[config.mk]
export PLATFORM = sky130hd
export DESIGN_NAME = sixbit_range_scan_decoder_unit
export DESIGN_NICKNAME = d
export VERILOG_FILES = /design/src/design/srsd_pkg.sv /design/src/design/srsd_decode.sv /design/src/design/srsd_out_queue.sv /design/src/design/sixbit_range_scan_decoder_unit.sv
export SDC_FILE = /design/constraint.sdc
export NUM_CORES = 1
export LEC_CHECK = 0
export BUFFER_PORTS_ARGS = -buffer_cell sky130_fd_sc_hd__buf_2
export CAP_MARGIN = 20
export CORE_ASPECT_RATIO = 1.75
export CORE_UTILIZATION = 35
export DETAILED_ROUTE_END_ITERATION = 10
export PLACE_DENSITY = 0.49
export RECOVER_POWER = 50
export SYNTH_ARGS = -nofsm -noshare
export SYNTH_HDL_FRONTEND = slang
export SYNTH_HIERARCHICAL = 1
export SYNTH_SLANG_ARGS = --single-unit
[constraint.sdc]
create_clock -name clk -period 10.51 [get_ports clk]
set_input_delay 1.051 -clock clk [delete_from_list [all_inputs] [get_ports clk]]
set_output_delay 1.051 -clock clk [all_outputs]
set_load 0.005 [all_outputs]
[src/design/srsd_pkg.sv]
package srsd_pkg;

    localparam logic [7:0] LINE_FEED     = 8'h0A;
    localparam logic [7:0] CHAR_OFFSET   = 8'h30;
    localparam logic [7:0] CHAR_TOP      = 8'h6F;
    localparam int         BITS_PER_CHAR = 6;
    localparam int         VALUE_W       = 24;
    localparam logic [2:0] STAMP_CHARS   = 3'd4;
    localparam logic [2:0] LONG_CHARS    = 3'd3;
    localparam logic [2:0] SHORT_CHARS   = 3'd2;

    typedef enum logic [1:0] {
        KIND_STAMP = 2'd0,
        KIND_RANGE = 2'd1,
        KIND_END   = 2'd2
    } value_kind_t;

    typedef struct packed {
        logic [VALUE_W-1:0] value;
        value_kind_t        kind;
        logic               err;
    } result_t;

endpackage

[src/design/srsd_decode.sv]
module srsd_decode (
    input  logic             clk,
    input  logic             rst_n,
    input  logic             cfg_write_en,
    input  logic             cfg_write_data,
    input  logic             take,
    input  logic [7:0]       data_byte,
    input  logic             start_of_data,
    output logic             emit,
    output srsd_pkg::result_t result
);
    import srsd_pkg::*;

    logic               short_reg;
    logic [7:0]         held_byte_reg, held_byte_next;
    logic               held_valid_reg, held_valid_next;
    logic               prior_lf_reg, prior_lf_next;
    logic [VALUE_W-1:0] acc_reg, acc_next;
    logic [2:0]         cnt_reg, cnt_next;
    logic               ts_done_reg, ts_done_next;
    logic               err_reg, err_next;

    logic               e_held_valid, e_prior_lf, e_ts_done, e_err;
    logic [VALUE_W-1:0] e_acc;
    logic [2:0]         e_cnt;
    logic [7:0]         digit;
    logic [VALUE_W-1:0] acc_shift;
    logic [2:0]         cnt_inc;
    logic [2:0]         need;
    logic               bad_char;

    // start_of_data clears the decoder before the byte is taken
    assign e_held_valid = start_of_data ? 1'b0 : held_valid_reg;
    assign e_prior_lf   = start_of_data ? 1'b0 : prior_lf_reg;
    assign e_ts_done    = start_of_data ? 1'b0 : ts_done_reg;
    assign e_err        = start_of_data ? 1'b0 : err_reg;
    assign e_acc        = start_of_data ? '0 : acc_reg;
    assign e_cnt        = start_of_data ? 3'd0 : cnt_reg;

    assign digit     = held_byte_reg - CHAR_OFFSET;
    assign acc_shift = {e_acc[VALUE_W-BITS_PER_CHAR-1:0], digit[BITS_PER_CHAR-1:0]};
    assign cnt_inc   = e_cnt + 3'd1;
    assign bad_char  = (held_byte_reg < CHAR_OFFSET) || (held_byte_reg > CHAR_TOP);
    assign need      = !e_ts_done ? STAMP_CHARS : (short_reg ? SHORT_CHARS : LONG_CHARS);

    always_comb
    begin
        held_byte_next  = held_byte_reg;
        held_valid_next = e_held_valid;
        prior_lf_next   = e_prior_lf;
        acc_next        = e_acc;
        cnt_next        = e_cnt;
        ts_done_next    = e_ts_done;
        err_next        = e_err;
        emit            = 1'b0;
        result.value    = acc_shift;
        result.kind     = e_ts_done ? KIND_RANGE : KIND_STAMP;
        result.err      = e_err | bad_char;
        if (data_byte == LINE_FEED)
        begin
            priority if (e_held_valid)
            begin
                held_valid_next = 1'b0;
                prior_lf_next   = 1'b1;
            end
            else if (e_prior_lf)
            begin
                acc_next      = '0;
                cnt_next      = 3'd0;
                err_next      = 1'b0;
                prior_lf_next = 1'b0;
                emit          = 1'b1;
                result.value  = '0;
                result.kind   = KIND_END;
                result.err    = 1'b0;
            end
            else
            begin
                prior_lf_next = 1'b1;
            end
        end
        else
        begin
            if (e_held_valid)
            begin
                if (cnt_inc >= need)
                begin
                    emit         = 1'b1;
                    ts_done_next = 1'b1;
                    acc_next     = '0;
                    cnt_next     = 3'd0;
                    err_next     = 1'b0;
                end
                else
                begin
                    acc_next = acc_shift;
                    cnt_next = cnt_inc;
                    err_next = e_err | bad_char;
                end
            end
            held_byte_next  = data_byte;
            held_valid_next = 1'b1;
            prior_lf_next   = 1'b0;
        end
    end

    always_ff @(posedge clk or negedge rst_n)
    begin
        if (!rst_n)
        begin
            short_reg      <= 1'b0;
            held_byte_reg  <= '0;
            held_valid_reg <= 1'b0;
            prior_lf_reg   <= 1'b0;
            acc_reg        <= '0;
            cnt_reg        <= 3'd0;
            ts_done_reg    <= 1'b0;
            err_reg        <= 1'b0;
        end
        else
        begin
            if (cfg_write_en)
            begin
                short_reg <= cfg_write_data;
            end
            if (take)
            begin
                held_byte_reg  <= held_byte_next;
                held_valid_reg <= held_valid_next;
                prior_lf_reg   <= prior_lf_next;
                acc_reg        <= acc_next;
                cnt_reg        <= cnt_next;
                ts_done_reg    <= ts_done_next;
                err_reg        <= err_next;
            end
        end
    end

endmodule

[src/design/srsd_out_queue.sv]
module srsd_out_queue (
    input  logic              clk,
    input  logic              rst_n,
    input  logic              push,
    input  srsd_pkg::result_t push_data,
    output logic              full,
    output logic              out_valid,
    input  logic              out_ready,
    output srsd_pkg::result_t out_data,
    output logic [1:0]        fill
);
    import srsd_pkg::*;

    result_t    entry_reg [2];
    logic       wr_ptr_reg, rd_ptr_reg;
    logic [1:0] count_reg, count_next;
    logic       pop;

    assign pop       = out_valid && out_ready;
    assign out_valid = (count_reg != 2'd0);
    assign full      = (count_reg == 2'd2);
    assign out_data  = entry_reg[rd_ptr_reg];
    assign fill      = count_reg;

    always_comb
    begin
        unique case ({push, pop})
            2'b10:   count_next = count_reg + 2'd1;
            2'b01:   count_next = count_reg - 2'd1;
            default: count_next = count_reg;
        endcase
    end

    always_ff @(posedge clk)
    begin
        if (push)
        begin
            entry_reg[wr_ptr_reg] <= push_data;
        end
    end

    always_ff @(posedge clk or negedge rst_n)
    begin
        if (!rst_n)
        begin
            wr_ptr_reg <= 1'b0;
            rd_ptr_reg <= 1'b0;
            count_reg  <= 2'd0;
        end
        else
        begin
            if (push)
            begin
                wr_ptr_reg <= ~wr_ptr_reg;
            end
            if (pop)
            begin
                rd_ptr_reg <= ~rd_ptr_reg;
            end
            count_reg <= count_next;
        end
    end

endmodule

[src/design/sixbit_range_scan_decoder_unit.sv]
// channel  | handshake            | payload
// ---------+----------------------+-------------------------------------------
// input    | in_valid / in_ready  | data_byte[7:0], start_of_data
// output   | out_valid / out_ready| decoded_value[23:0], value_kind[1:0],
//          |                      | char_error
// config   | cfg_write_en         | cfg_write_data (short_encoding)
//
// One byte per cycle while in_ready. A result is queued with the next non-line-feed
// byte after the group's last character (or second line feed) and leaves in turn.
// A two-entry result queue separates the sides; in_ready drops only when full.
// Reset clears all decoder state and short_encoding to zero.
module sixbit_range_scan_decoder_unit (
    input  logic        clk,
    input  logic        rst_n,
    input  logic        cfg_write_en,
    input  logic        cfg_write_data,
    input  logic        in_valid,
    output logic        in_ready,
    input  logic [7:0]  data_byte,
    input  logic        start_of_data,
    output logic        out_valid,
    input  logic        out_ready,
    output logic [23:0] decoded_value,
    output logic [1:0]  value_kind,
    output logic        char_error
);
    import srsd_pkg::*;

    logic       take;
    logic       emit;
    logic       full;
    logic [1:0] fill;
    result_t    dec_result;
    result_t    q_result;

    assign in_ready = !full;
    assign take     = in_valid && in_ready;

    srsd_decode u_decode (
        .clk            (clk),
        .rst_n          (rst_n),
        .cfg_write_en   (cfg_write_en),
        .cfg_write_data (cfg_write_data),
        .take           (take),
        .data_byte      (data_byte),
        .start_of_data  (start_of_data),
        .emit           (emit),
        .result         (dec_result)
    );

    srsd_out_queue u_queue (
        .clk       (clk),
        .rst_n     (rst_n),
        .push      (take && emit),
        .push_data (dec_result),
        .full      (full),
        .out_valid (out_valid),
        .out_ready (out_ready),
        .out_data  (q_result),
        .fill      (fill)
    );

    assign decoded_value = q_result.value;
    assign value_kind    = q_result.kind;
    assign char_error    = q_result.err;

`ifndef SYNTH
    a_fill_bound: assert property (@(posedge clk) disable iff (!rst_n)
        fill != 2'd3)
        else $error("result queue overfilled");

    a_full_has_output: assert property (@(posedge clk) disable iff (!rst_n)
        !in_ready |-> out_valid)
        else $error("input stalled with no result pending");

    a_end_marker_clean: assert property (@(posedge clk) disable iff (!rst_n)
        (out_valid && value_kind == KIND_END) |-> (decoded_value == '0 && !char_error))
        else $error("end marker carries data");
`endif

endmodule
## Yosys cells after proc, flatten, opt, wreduce, memory -nomap -nowiden

Memory sizes are Yosys's and may differ from the RTL's.
Cells that the tools add are included.

| word-level totals | value |
|---|---|
| flip-flop bits (word level) | 44 |
| bits in latches | 0 |
| RAM bits | 54 |
| memory bits (read-only) | 0 |
| bits of input ports | 15 |
| output and inout port bits | 29 |
| logic and storage cells | 77 |
| memories | 1 |

Memories:

| memory | depth | bits a word | rd ports | clocked after memory_dff | write ports | RTL line | RTL |
|---|---|---|---|---|---|---|---|
| u_queue.entry_reg | 2 | 27 | 1 | 0 | 1 | srsd_out_queue.sv:14 | `result_t entry_reg [2];` |

| cells by class | value |
|---|---|
| add/subtract/negate cells | 4 |
| multipliers | 0 |
| divide/modulo/power cells | 0 |
| order comparisons | 3 |
| equal/unequal tests | 4 |
| shift operators | 0 |
| multiplexer cells | 42 |
| bitwise logic cells | 4 |
| reduce and logical (&&, ||, !) cells | 8 |

Operators by type and width:

| cell | number |
|---|---|
| 24-bit 2-to-1 mux | 6 |
| 27-bit 2-to-1 mux | 3 |
| 1-bit 2-to-1 mux | 25 |
| 3-bit 2-to-1 mux | 7 |
| 8-bit by 4-bit equality test with 1-bit output, second input constant | 1 |
| 8-bit by 7-bit > comparator with 1-bit output, second input constant | 1 |
| 8-bit by 6-bit less-than comparator with 1-bit output, second input constant | 1 |
| 6-bit subtractor, second input constant | 1 |
| 2-bit equality test, second input constant | 2 |
| 2-bit case mux with 2 select lines | 1 |
| 2-bit nonzero test | 2 |
| 3-bit by 1-bit adder with 3-bit output, second input constant | 1 |
| 3-bit >= comparator | 1 |
| 1-bit logical AND | 3 |
| 1-bit inverter | 3 |
| 2-bit by 1-bit adder with 2-bit output, second input constant | 1 |
| 2-bit by 1-bit equality test with 1-bit output, second input constant | 1 |
| 2-bit AND reduction | 1 |
| 2-bit by 1-bit subtractor with 2-bit output, second input constant | 1 |
| 1-bit logical NOT | 1 |
| 1-bit logical OR | 1 |
| 1-bit bitwise OR | 1 |

## Depth between registers and ports, before layout

| logic depth | value |
|---|---|
| word-level depth | 9 |
| depth in mapped cells | 15 |
| mapped depth without buffers | 14 |

## Modules after synthesis

The synthesis kept the hierarchy.

Modules (own cells, without submodules):

| module | instances | cells each | area an instance (um^2) | seq. area each (um^2) |
|---|---|---|---|---|
| srsd_out_queue | 1 | 101 | 2230.9 | 1721.7 |
| srsd_decode | 1 | 166 | 1721.7 | 850.8 |
| sixbit_range_scan_decoder_unit | 1 | 3 | 18.8 | 0.0 |

## Worst setup path before layout

OpenSTA, ideal clock, no wires.

| timing path | value |
|---|---|
| path type | input -> register |
| start | in start_of_data |
| end | mem u_queue/entry_reg[0][0] in the netlist's numbering, enable pin |
| setup time | 0.411 ns |
| arrival | 3.995 ns |
| data required time | 10.099 ns |
| slack | 6.104 ns |
| stages | 12 |
| path buffers | 1 |
| cell sequence | clkbuf_1 > nor2b_1 > ha_1 > xnor2_1 > ha_1 > nand2_1 > o21ai_0 > nand3b_1 > o21bai_1 > and3b_1 > inv_1 > nor2_1 |

| on the way | value |
|---|---|
| longest elaborated chain between the ends | 9 |
| elaborated cells on any way between the ends | 15 |
| those cells by class | add/sub (1); order compare (1); mux (12); reduce/logical (1) |

RTL lines:

| item | RTL line | RTL |
|---|---|---|
| start, declared | sixbit_range_scan_decoder_unit.sv:20 | `input logic start_of_data,` |
| 3-bit 2-to-1 mux / 1-bit 2-to-1 mux (equally long branches) | srsd_decode.sv:38, srsd_decode.sv:35 |  |
| 3-bit by 1-bit adder with 3-bit output / 3-bit 2-to-1 mux (equally long branches) | srsd_decode.sv:42, srsd_decode.sv:44 |  |
| 3-bit >= comparator | srsd_decode.sv:86 | `if (cnt_inc >= need)` |
| 1-bit 2-to-1 mux | srsd_decode.sv:86 |  |
| 1-bit 2-to-1 mux | srsd_decode.sv:84 | `if (e_held_valid)` |
| 1-bit 2-to-1 mux * | srsd_decode.sv:59 | `if (data_byte == LINE_FEED)` |
| via emit | sixbit_range_scan_decoder_unit.sv:30 | `logic emit;` |
| 1-bit logical AND * | sixbit_range_scan_decoder_unit.sv:54 | `.push (take && emit),` |
| 1-bit 2-to-1 mux * | srsd_out_queue.sv:36 | `if (push)` |
| 1-bit 2-to-1 mux (implied by the code) * | srsd_out_queue.sv:38 | `entry_reg[wr_ptr_reg] <= push_data;` |
| end, declared | srsd_out_queue.sv:14 |  |

Mark *: on every way through the listed nets, which the timed path passes. The rest lies on a longest branch.

## Worst setup path after layout

| timing path | value |
|---|---|
| start | in start_of_data |
| end | mem u_queue/entry_reg[0][4] in the netlist's numbering, enable pin |

Same word-level chain as after synthesis.

==> metrics.cfg <==
[run_status]
violations=design-rule violations, max-capacitance violations, max-slew violations
status=complete, but fails checks

[finish]
finish.net_count=342
fin_cells=457
syn2layout_area_growth_pct=16.3
drive_gt1_frac=0.295
insertedDiodeCount=0
final_common_cell=edfxtp_1
largest_reg_flops=54
n_fill_cell=1076
final_cell_mix=54 x edfxtp_1, 40 x buf_2, 38 x dfrtp_1

[global_route]
busiest_layer=met2
met2_usage=0.261
grt_pass1_vias=2309
grt_max_degree=39
grt_antenna_before_repair=0
grt_use_met1=0.143
gr-total-overflow=0
gr-usage-all-layers=0.141
met3_usage=0.0307
grt_pass1_wl_um=11900

[setup_path]
worst_ep_arrival_time_ns=3.67
reg2reg_depth=12
r2r_slack_ns=7.38
required_ns=10.51
r2r_start=u_decode/cnt_reg[0]$_DFFE_PN0P_
path_class=input pin to register
worstSetupEndpointType=register
cp_max_fo=27
start_kind=input pin
r2r_end=u_queue/entry_reg[0][4]$_DFFE_PP_

[timing]
slew_headroom=-0.390
rsz0062_at_grt=no
finalCritPeriodShare=0.349
max_freq_mhz=273
hold_violations=0
fin_crit_ns=3.67
fin_ws_ns=6.84
worst_pin_slew_ns=2.09
finalSetupTns_ns=0
setup_violations=0
finalMaxSlewViolations=39
finClkSkew_ns=0.00456

[cts]
cts_tree=built
cts.clk_slew.worst_paths_ns=0.06
h-tree-depth=3
cts.sinks=92
numCtsBuffers=9
root_buffer=clkbuf_16
worstSkewPairLatency_ns=0.34
cts_buffer_depth=2
cts_resized=0
post_cts.repair.setup_buffers=0
cts_hold_buf=0

[yosys]
syn_nets=292
synth-async-reset-ratio=0.413
synthFlopType=edfxtp_1
synth.top_cells.by_area=edfxtp_1 41%, dfrtp_1 24%, mux2_4 7.2%
synth_edf_count=54
yosysTopAreaCell=edfxtp_1
synth_area_um2=3970
syn_avg_cell_area_um2=14.7
ys_seq_area_frac=0.648
synth_cell_types=40
synth_top_area_frac=0.408
synth-seq-cells=92
syn_inst=270
yosysWarnings=6

[worst_hold_path]
min_path_type=register to register
holdCritStartpoint=u_queue/fill[1]$_DFFE_PN0P_
whs_endpoint=u_queue/fill[1]$_DFFE_PN0P_
hold_path_depth=1

[floorplanning]
initial_core_util=0.358
core_um2=11100
die-area_um2=11800
row_count=51
die_h_um=143
io_pins=44
die-width_um=82.5

[detailed_routing]
ant_nets=0
via_per_inst=4.84
first_iter_violations=98
wl_per_cell_um=15.6
drt_wl_total_um=7120
via_count=2214
remaining_drc_errors=2
dr.pass1.iters=7

[power]
intPower_mw=0.782
p_leak_nw=1.95
switching_power_mw=0.303
switching_share=0.279
powerDensity_nw_per_um2=235
power_frac_clock=0.302
ir_drop_v=0.0000984
p_seq_frac=0.447
comb_power_share=0.251

[place]
place_congestion=0.745
placed_cells=441
pre_cts_ws_ns=6.47
dpl.hpwl_um=4800
portBuffers=43

[job]
maxCapViolCount=1

-- through the flow --
stage               hold WS (ns)  instance area, µm²  total power [mW]  utilization
finish                     0.491                4620              1.09        0.416
global route               0.507                4620              1.15        0.416
CTS                        0.496                4640              1.11        0.418
detailed placement         0.485                4330             0.778        0.390
global placement           0.473                4330             0.776        0.390
floorplan                  0.456                3970             0.695            -
-- worst max-delay path by stage --
stage / from / to / slack, ns
floorplan: start_of_data / u_queue/entry_reg[0][0]$_DFFE_PP_ / 6.10
global placement: start_of_data / u_queue/entry_reg[0][11]$_DFFE_PP_ / 6.56
detailed placement: start_of_data / u_queue/entry_reg[0][25]$_DFFE_PP_ / 6.47
CTS: start_of_data / u_queue/entry_reg[0][19]$_DFFE_PP_ / 6.82
global route: data_byte[0] / u_queue/entry_reg[0][19]$_DFFE_PP_ / 6.54
finish: start_of_data / u_queue/entry_reg[0][4]$_DFFE_PP_ / 6.84
-- synthesized netlist by cell type, types with 3 or more instances --
master    number
inv_1          9
a21oi_1        4
buf_6          5
nor2_1        11
mux2_4        19
clkbuf_1       3
o21ai_0        5
mux2_2        10
nand2b_1       5
nand2_1       18
dfrtp_1       38
xor2_1         3
xnor2_1        3
edfxtp_1      54
a22o_1        22
and2_1        19
ha_1           7
nor2b_1        9
-- power groups by stage --
stage | clock network (mW) | logic [mW] | registers (mW)
final | 0.328 | 0.273 | 0.485
after global routing | 0.352 | 0.305 | 0.493
after CTS | 0.337 | 0.287 | 0.486
after detailed placement | 0 | 0.285 | 0.493
after global placement | 0 | 0.284 | 0.493
after floorplan | 0 | 0.215 | 0.479
-- kinds of logic (layout without fill, tap and decap cells) --
family | count (synthesis) | count (layout) | share of synthesized area
multiplexers | 29 | 29 | 0.100
XOR/XNOR | 6 | 6 | 0.0132
AO/OA/AOI/OAI | 39 | 39 | 0.0753
flip-flops | 92 | 92 | 0.648
AND/OR/NAND/NOR | 77 | 77 | 0.112
buffers and inverters | 20 | 75 | 0.0299
adder cells (fa/ha/maj) | 7 | 7 | 0.0221
-- critical path: stages --
cell and delay (ns):
buf_2 0.25, nor2b_1 0.11, ha_1 0.21, xnor2_1 0.14, ha_1 0.31, nand2_1 0.05, o21ai_0 0.44, nand3b_1 0.16
o21bai_1 0.20, and3b_1 0.23, inv_1 0.08, nor2_2 0.07, buf_4 0.35
-- layout make-up --
cell class / count / area (µm²) / area share
flip-flops and latches: 92 / 2570 / 0.557
multi-input cells: 158 / 1270 / 0.276
repair buffers: 50 / 260 / 0.0564
clock buffers: 11 / 253 / 0.0547
well taps: 132 / 165 / 0.0358
clock inverters: 5 / 58.8 / 0.0127
inverters: 9 / 33.8 / 0.00732
-- metal layers --
metal / up-vias / share of wire / routed length, µm
met2: 38 / 0.57 / 4080
met3: 11 / 0.036 / 255
met4: 0 / 0.023 / 161
met5: - / 0 / 0
li1: 1086 / - / -
met1: 1079 / 0.37 / 2620
Note: power is estimated with default switching activity, not from simulation.
